File: src/design/kmp_pkg.sv
`timescale 1ns / 1ps
`default_nettype none

package kmp_pkg;

	// Pattern store depth and the widths that follow from it
	localparam int MAX_PATTERN = 64;
	localparam int PLEN_W      = $clog2(MAX_PATTERN + 1);

	// Fixed field widths
	localparam int OP_W    = 2;
	localparam int CHAR_W  = 8;
	localparam int COUNT_W = 8;
	localparam int SIZE_W  = 7;

	// Operation codes
	localparam logic [OP_W-1:0] OP_CLEAR   = 2'd0;
	localparam logic [OP_W-1:0] OP_APPEND  = 2'd1;
	localparam logic [OP_W-1:0] OP_TEXT    = 2'd2;
	localparam logic [OP_W-1:0] OP_RESTART = 2'd3;

	// Stop count after reset
	localparam logic [COUNT_W-1:0] STOP_COUNT_RESET = 8'd2;

	// Per-cycle commands broadcast along the cell row
	typedef struct packed {
		logic clear_pattern;
		logic reset_match;
		logic load;
		logic step;
	} cell_ctrl_t;

endpackage

`default_nettype wire

File: src/design/kmp_cell.sv
`timescale 1ns / 1ps
`default_nettype none

// One pattern position: its character, its valid bit and one bit of the
// active-prefix set (set when the prefix ending at this position is a
// suffix of the text seen so far).
module kmp_cell (
	input  wire                            clk,
	input  wire                            arst_n,
	input  wire  kmp_pkg::cell_ctrl_t      ctrl,
	input  wire  [kmp_pkg::CHAR_W-1:0]     char_in,
	input  wire                            prev_active,
	input  wire                            prev_valid,
	input  wire                            next_valid,
	output logic                           active,
	output logic                           valid,
	output logic                           hit
);

	logic [kmp_pkg::CHAR_W-1:0] char_q;
	logic                       valid_q;
	logic                       active_q;
	logic                       extend;
	logic                       load_here;

	// Extend the prefix handed over by the left neighbor
	assign extend    = prev_active & valid_q & (char_q == char_in);
	// Load into the first empty position of the row
	assign load_here = ctrl.load & prev_valid & ~valid_q;
	// Full occurrence when the extended prefix ends at the last position
	assign hit       = extend & ~next_valid;

	assign active = active_q;
	assign valid  = valid_q;

	// Hold the pattern character
	always_ff @(posedge clk) begin
		if (load_here) begin
			char_q <= char_in;
		end
	end

	// Track occupancy and the active-prefix bit
	always_ff @(posedge clk or negedge arst_n) begin
		if (!arst_n) begin
			valid_q  <= 1'b0;
			active_q <= 1'b0;
		end else begin
			if (ctrl.clear_pattern) begin
				valid_q <= 1'b0;
			end else if (load_here) begin
				valid_q <= 1'b1;
			end
			if (ctrl.clear_pattern || ctrl.reset_match) begin
				active_q <= 1'b0;
			end else if (ctrl.step) begin
				active_q <= extend;
			end
		end
	end

endmodule

`default_nettype wire

File: src/design/kmp_cell_row.sv
`timescale 1ns / 1ps
`default_nettype none

// Row of pattern cells. Each cell passes its active bit and its valid bit
// to its neighbors; the empty prefix always feeds the head of the row.
module kmp_cell_row (
	input  wire                            clk,
	input  wire                            arst_n,
	input  wire  kmp_pkg::cell_ctrl_t      ctrl,
	input  wire  [kmp_pkg::CHAR_W-1:0]     char_in,
	output logic                           row_hit
);

	localparam int N = kmp_pkg::MAX_PATTERN;

	logic [N-1:0] active_vec;
	logic [N-1:0] valid_vec;
	logic [N-1:0] hit_vec;
	logic [N-1:0] prev_active_vec;
	logic [N-1:0] prev_valid_vec;
	logic [N-1:0] next_valid_vec;

	// Chain the neighbor links
	assign prev_active_vec = {active_vec[N-2:0], 1'b1};
	assign prev_valid_vec  = {valid_vec[N-2:0], 1'b1};
	assign next_valid_vec  = {1'b0, valid_vec[N-1:1]};

	for (genvar i = 0; i < N; i++) begin : g_cell
		kmp_cell u_cell (
			.clk         (clk),
			.arst_n      (arst_n),
			.ctrl        (ctrl),
			.char_in     (char_in),
			.prev_active (prev_active_vec[i]),
			.prev_valid  (prev_valid_vec[i]),
			.next_valid  (next_valid_vec[i]),
			.active      (active_vec[i]),
			.valid       (valid_vec[i]),
			.hit         (hit_vec[i])
		);
	end

	// Collect the occurrence flag
	assign row_hit = |hit_vec;

endmodule

`default_nettype wire

File: src/design/kmp_stream_matcher_top.sv
// Streaming pattern matcher.
// Input channel (in_valid/in_ready): one word carries an operation and a byte:
//   clear pattern, append pattern byte, text byte, or restart the search.
// Output channel (out_valid/out_ready): exactly one result word per input
//   word, in order: match_end, match_total, count_reached, pattern_size,
//   overflow_error.
// Configuration: cfg_we writes cfg_wdata into the stop count (reset value 2);
//   write it only while no word is in flight.
// Result: registered; it appears in the cycle after its input word is accepted.
// Throughput: one word per cycle while the output register is drained. Every
//   pattern position is a cell that compares the text byte in parallel and hands
//   its prefix bit to its neighbor, so no fallback chain is walked.
// Stalls: a single output register holds the result; a new word is taken in
//   the cycle that register is empty or being drained, so in_ready follows
//   out_ready while a result waits.
// Reset (arst_n low): pattern empty, search state and count cleared, stop
//   count back to 2, no result pending. Stored pattern characters are not
//   cleared; positions past the pattern length are never consulted.
`timescale 1ns / 1ps
`default_nettype none

module kmp_stream_matcher_top (
	input  wire                              clk,
	input  wire                              arst_n,
	input  wire                              cfg_we,
	input  wire  [kmp_pkg::COUNT_W-1:0]      cfg_wdata,
	input  wire                              in_valid,
	output logic                             in_ready,
	input  wire  [kmp_pkg::OP_W-1:0]         operation,
	input  wire  [kmp_pkg::CHAR_W-1:0]       data_byte,
	output logic                             out_valid,
	input  wire                              out_ready,
	output logic                             match_end,
	output logic [kmp_pkg::COUNT_W-1:0]      match_total,
	output logic                             count_reached,
	output logic [kmp_pkg::SIZE_W-1:0]       pattern_size,
	output logic                             overflow_error
);

	logic [kmp_pkg::COUNT_W-1:0] stop_count_q;
	logic [kmp_pkg::COUNT_W-1:0] hit_count_q;
	logic [kmp_pkg::PLEN_W-1:0]  len_q;
	logic                        out_valid_q;
	logic                        match_end_q;
	logic [kmp_pkg::COUNT_W-1:0] match_total_q;
	logic                        count_reached_q;
	logic [kmp_pkg::PLEN_W-1:0]  pattern_size_q;
	logic                        overflow_error_q;

	logic                        accept;
	logic                        full;
	logic                        empty;
	logic                        reached;
	logic                        row_hit;
	logic                        match;
	logic                        overflow;
	logic [kmp_pkg::COUNT_W-1:0] count_next;
	logic [kmp_pkg::PLEN_W-1:0]  len_next;
	kmp_pkg::cell_ctrl_t         ctrl;

	assign in_ready = ~out_valid_q | out_ready;
	assign accept   = in_valid & in_ready;

	assign full    = (len_q == kmp_pkg::PLEN_W'(kmp_pkg::MAX_PATTERN));
	assign empty   = (len_q == '0);
	assign reached = (hit_count_q >= stop_count_q);

	// Decode the accepted word into row commands
	always_comb begin
		ctrl = '0;
		if (accept) begin
			case (operation)
				kmp_pkg::OP_CLEAR:   ctrl.clear_pattern = 1'b1;
				kmp_pkg::OP_APPEND:  ctrl.load          = ~full;
				kmp_pkg::OP_TEXT:    ctrl.step          = ~empty & ~reached;
				kmp_pkg::OP_RESTART: ctrl.reset_match   = 1'b1;
				default:             ctrl = '0;
			endcase
		end
	end

	kmp_cell_row u_row (
		.clk     (clk),
		.arst_n  (arst_n),
		.ctrl    (ctrl),
		.char_in (data_byte),
		.row_hit (row_hit)
	);

	assign match    = ctrl.step & row_hit;
	assign overflow = (operation == kmp_pkg::OP_APPEND) & full;

	// Work out count and length after the word
	always_comb begin
		count_next = hit_count_q;
		len_next   = len_q;
		case (operation)
			kmp_pkg::OP_CLEAR: begin
				count_next = '0;
				len_next   = '0;
			end
			kmp_pkg::OP_APPEND: begin
				if (!full) begin
					len_next = kmp_pkg::PLEN_W'(len_q + 1'b1);
				end
			end
			kmp_pkg::OP_TEXT: begin
				if (match) begin
					count_next = kmp_pkg::COUNT_W'(hit_count_q + 1'b1);
				end
			end
			kmp_pkg::OP_RESTART: begin
				count_next = '0;
			end
			default: begin
				count_next = hit_count_q;
			end
		endcase
	end

	// Hold the stop count, pattern length and match count
	always_ff @(posedge clk or negedge arst_n) begin
		if (!arst_n) begin
			stop_count_q <= kmp_pkg::STOP_COUNT_RESET;
			hit_count_q  <= '0;
			len_q        <= '0;
		end else begin
			if (cfg_we) begin
				stop_count_q <= cfg_wdata;
			end
			if (accept) begin
				hit_count_q <= count_next;
				len_q       <= len_next;
			end
		end
	end

	// Advance the output register
	always_ff @(posedge clk or negedge arst_n) begin
		if (!arst_n) begin
			out_valid_q <= 1'b0;
		end else if (accept) begin
			out_valid_q <= 1'b1;
		end else if (out_ready) begin
			out_valid_q <= 1'b0;
		end
	end

	always_ff @(posedge clk) begin
		if (accept) begin
			match_end_q      <= match;
			match_total_q    <= count_next;
			count_reached_q  <= (count_next >= stop_count_q);
			pattern_size_q   <= len_next;
			overflow_error_q <= overflow;
		end
	end

	assign out_valid      = out_valid_q;
	assign match_end      = match_end_q;
	assign match_total    = match_total_q;
	assign count_reached  = count_reached_q;
	assign pattern_size   = kmp_pkg::SIZE_W'(pattern_size_q);
	assign overflow_error = overflow_error_q;

	// Length never exceeds the store
	a_len_bound: assert property (@(posedge clk) disable iff (!arst_n)
		len_q <= kmp_pkg::PLEN_W'(kmp_pkg::MAX_PATTERN))
		else $error("pattern length beyond store depth");

	// A reported occurrence is always counted
	a_match_counted: assert property (@(posedge clk) disable iff (!arst_n)
		out_valid_q && match_end_q |-> match_total_q != '0)
		else $error("occurrence reported with zero count");

	// Overflow only on a full store
	a_overflow_full: assert property (@(posedge clk) disable iff (!arst_n)
		out_valid_q && overflow_error_q |->
		pattern_size_q == kmp_pkg::PLEN_W'(kmp_pkg::MAX_PATTERN))
		else $error("overflow reported below capacity");

	// A clear empties the pattern and the count
	a_clear_empties: assert property (@(posedge clk) disable iff (!arst_n)
		accept && operation == kmp_pkg::OP_CLEAR |=> len_q == '0 && hit_count_q == '0)
		else $error("clear left pattern or count");

	// No text match without a loaded pattern
	a_match_needs_pattern: assert property (@(posedge clk) disable iff (!arst_n)
		match |-> !empty)
		else $error("match on empty pattern");

endmodule

`default_nettype wire

File: config.mk
export PLATFORM = sky130hd
export DESIGN_NAME = kmp_stream_matcher_top
export DESIGN_NICKNAME = d
export VERILOG_FILES = /design/src/design/kmp_pkg.sv /design/src/design/kmp_cell.sv /design/src/design/kmp_cell_row.sv /design/src/design/kmp_stream_matcher_top.sv
export SDC_FILE = /design/constraint.sdc
export NUM_CORES = 1
export LEC_CHECK = 0
export BUFFER_PORTS_ARGS = -buffer_cell sky130_fd_sc_hd__buf_2
export CAP_MARGIN = 5
export CORE_AREA = 8 8 253 255
export DETAILED_ROUTE_END_ITERATION = 12
export DIE_AREA = 0 0 261 263
export HOLD_SLACK_MARGIN = 0.08
export PLACE_DENSITY = 0.68
export SYNTH_ARGS = -nofsm -noshare
export SYNTH_HDL_FRONTEND = slang
export SYNTH_SLANG_ARGS = --single-unit
File: constraint.sdc
create_clock -name clk -period 5.25 [get_ports clk]
set_input_delay 1.3125 -clock clk [delete_from_list [all_inputs] [get_ports clk]]
set_output_delay 1.3125 -clock clk [all_outputs]
set_load 0.03 [all_outputs]
==> flow_metrics.tcl <==
set metrics [dict create \
    status "finished clean" \
    worstPathCellList "buf_6 > buf_12 > inv_1 > o22ai_1 > a2111oi_0 > a2111o_1 > or4_1 > nor3_4 > a21oi_4 > mux2_4 > ha_1 > nand2b_1 > a21o_1 > a21o_1 > a21o_1 > a21o_1 > a21oi_1 > nor2b_1 > o21ai_0 > nand2b_1" \
    grt_max_degree 87 \
    cap_violations 0 \
    place_inst 3161 \
    grt-ovfl-total 0 \
    fin_worst_skew_ps 28.5 \
    hold_path_class "reg2reg" \
    synth-edff-count 530 \
    coreArea_um2 59900 \
    wl_per_cell_um 21.2 \
    grt_pass1_wl_um 109000 \
    initialDrtViolationCount 1491 \
    cpMostUsedCell "a21o_1" \
    synth_fa_ha_area_frac 0.00805 \
    setup_slack_ps 140 \
    dpl.hpwl_um 45900 \
    antenna_found_initial 1 \
    synthesis.nets 2205 \
    area_growth_pct 18.5 \
    first_pass_iters 5 \
    drive_gt1_frac 0.176 \
    cts_root_buf "clkbuf_16" \
    slew_viol_final 0 \
    critical-path-max-stage-delay_ps 580 \
    ios 43 \
    drcViolationCount 0 \
    gr-usage-met1 0.278 \
    synth_area_per_cell_um2 13.7 \
    fin_crit_ps 5110 \
    hold_path_depth 2 \
    dieWidth_um 261 \
    synth_top_family_by_area "XOR/XNOR gates" \
    rows 90 \
    startpoint_type "input pin" \
    register_area_um2 19700 \
    multi_input_area_um2 9230 \
    setup.worst_path.class "in2reg" \
    clkSlewWorstSetupHoldPaths_ps 60 \
    met3_usage 0.0358 \
    dpl_worst_slack_ps -751 \
    synth_compound_area_frac 0.0498 \
    muxShareOfSynthArea 0.00292 \
    finalWirelength_um 69900 \
    worstPathArrival_ps 5460 \
    ant_nets 0 \
    insertion_delay_ps 620 \
    cts_tree "done" \
    worstMarginPinSlew_ps 1140 \
    synth-main-ff-cell "edfxtp_1" \
    slowest_stage "or4_1" \
    setup_violations 0 \
    synth_top_area_frac 0.539 \
    ys_types 57 \
    io_buffers 42 \
    synth_xor_area_frac 0.148 \
    max_freq_mhz 196 \
    stdcell_area_um2 35000 \
    vias 18400 \
    grt_pass1_vias 18700 \
    n_fill_cell 4678 \
    cts_htree_levels 3 \
    place_area_um2 32600 \
    start_util 0.493 \
    crit_fanout 22 \
    vdd.ir_drop.worst_v 0.000248 \
    netlist_instances 2163 \
    fin_crit_sh 0.973 \
    min-delay-start "u_row.g_cell[40].u_cell.active$_DFFE_PN0P_" \
    worstReg2RegStart "u_row.g_cell[20].u_cell.char_q[1]$_DFFE_PP_" \
    synthSimpleGateAreaFrac 0.101 \
    gp_congestion 0.818 \
    r2r_setup_slack_ps 810 \
    clockBufferDepth 3 \
    final_common_cell "edfxtp_1" \
    holdPathEnd "u_row.g_cell[40].u_cell.active$_DFFE_PN0P_" \
    instances_no_fill 3292 \
    synth_seq_cells 681 \
    ys_seq_area_frac 0.667 \
    cts_setup_buffers 0 \
    cts_sinks 681 \
    track_usage 0.203 \
    gr-usage-met2 0.329 \
    num-nets-final 2494 \
    power.density_nw_per_um2 342 \
    die_h_um 263 \
    synth_top_area_cell "edfxtp_1" \
    layout_common_cells "edfxtp_1, xnor2_1, buf_4" \
    die_area_um2 68600 \
    p_leak_nw 12.9 \
    numCtsBuffers 71 \
    relSlewSlack 0.233 \
    ys_warn_count 0 \
    worstReg2RegEnd "count_reached$_DFFE_PP_" \
    end_kind "register" \
    grt_setup_unrepaired "no" \
    final_hold_viol_count 0 \
    via_per_inst 5.59 \
    busiest_layer "met2" \
    r2r_cells 22 \
    synth_area_leaders "edfxtp_1, dfrtp_1, xnor2_1, xor2_1, nand2_1" \
    async_flop_share 0.222 \
    synth_area_um2 29500 \
    required_ps 5600 \
]
==> sequential cells by signal (all words and copies together) (netlist names) <==
register and flops:
hit_count_q 8, match_end 1, len_q 7, match_total 8, stop_count_q 8, overflow_error 1, u_row.g_cell.u_cell.char_q 512, count_reached 1
pattern_size 7, u_row.g_cell.u_cell.valid 64, u_row.g_cell.u_cell.active 63, out_valid 1
==> layer usage <==
metal	part of all wire	wire, um
met1	0.43	30200
met3	0.059	4120
met2	0.48	33500
met4	0.029	2000
met5	0	0
==> synthesized netlist by cell type (7+ instances only) <==
cell / instances
a2111oi_0: 10
a21o_1: 13
a21oi_1: 67
a22o_1: 12
a32o_1: 19
and3_1: 15
buf_2: 9
buf_4: 39
buf_6: 7
clkbuf_1: 33
dfrtp_1: 150
edfxtp_1: 530
ha_1: 19
inv_1: 29
nand2_1: 196
nand2b_1: 8
nand3_1: 79
nand4_1: 34
nor2_1: 149
nor2b_1: 11
nor3_1: 28
nor4_1: 65
nor4b_1: 19
o21ai_0: 37
o41ai_1: 10
xnor2_1: 280
xor2_1: 219
==> power by group <==
group | internal [W] | switching (W)
logic | 0.000336 | 0.000524
clock network | 0.00300 | 0.00207
registers | 0.00593 | 0.000129
total | 0.00926 | 0.00273
==> how the worst max path moves through the flow <==
| stage | startpoint | to | slack (ps) |
|---|---|---|---|
| global route | data_byte[6] | count_reached$_DFFE_PP_ | 30 |
| global placement | data_byte[0] | count_reached$_DFFE_PP_ | -830 |
| CTS | data_byte[0] | count_reached$_DFFE_PP_ | 30 |
| finish | data_byte[5] | count_reached$_DFFE_PP_ | 140 |
| detailed placement | data_byte[0] | count_reached$_DFFE_PP_ | -750 |
| floorplan | data_byte[4] | count_reached$_DFFE_PP_ | 60 |
==> per-stage QoR <==
step	power, W	setup TNS, ps	hold WS [ps]	util
6_report	0.0120	0	482	0.585
3_3_place_gp	0.00699	-834	458	0.544
2_1_floorplan	0.00659	0	435	-
4_1_cts	0.0121	0	482	0.584
5_1_grt	0.0124	0	506	0.585
3_5_place_dp	0.00702	-751	464	0.544
==> final cells by class <==
class | instances | area share
flip-flops and latches | 681 | 0.562
well taps | 782 | 0.0279
diodes | 1 | 0.0000715
multi-input cells | 1358 | 0.264
repair buffers | 311 | 0.0753
inverters | 29 | 0.00311
clock inverters | 23 | 0.00715
clock buffers | 107 | 0.0604
==> cell families after synthesis <==
kind of cell / count (synthesis)
mux: 8
buf+inv: 124
fa+ha+maj: 19
xor+xnor: 499
flops: 681
simple gates: 623
compound gates: 209
==> worst max-delay path: cells and delay by family <==
kind | cells | cell delay (ps)
multiplexers | 1 | 320
buffers and inverters | 3 | 500
AND/OR/NAND/NOR | 5 | 1220
adder cells (fa/ha/maj) | 1 | 280
AO/OA/AOI/OAI | 10 | 1770
==> timing repair <==
action | CTS | global route
setup endpoints to repair | 1 | 1
resized for setup | 2 | 14
hold buffers | 0 | 0
No activity file was read; power rests on OpenSTA's default activity.
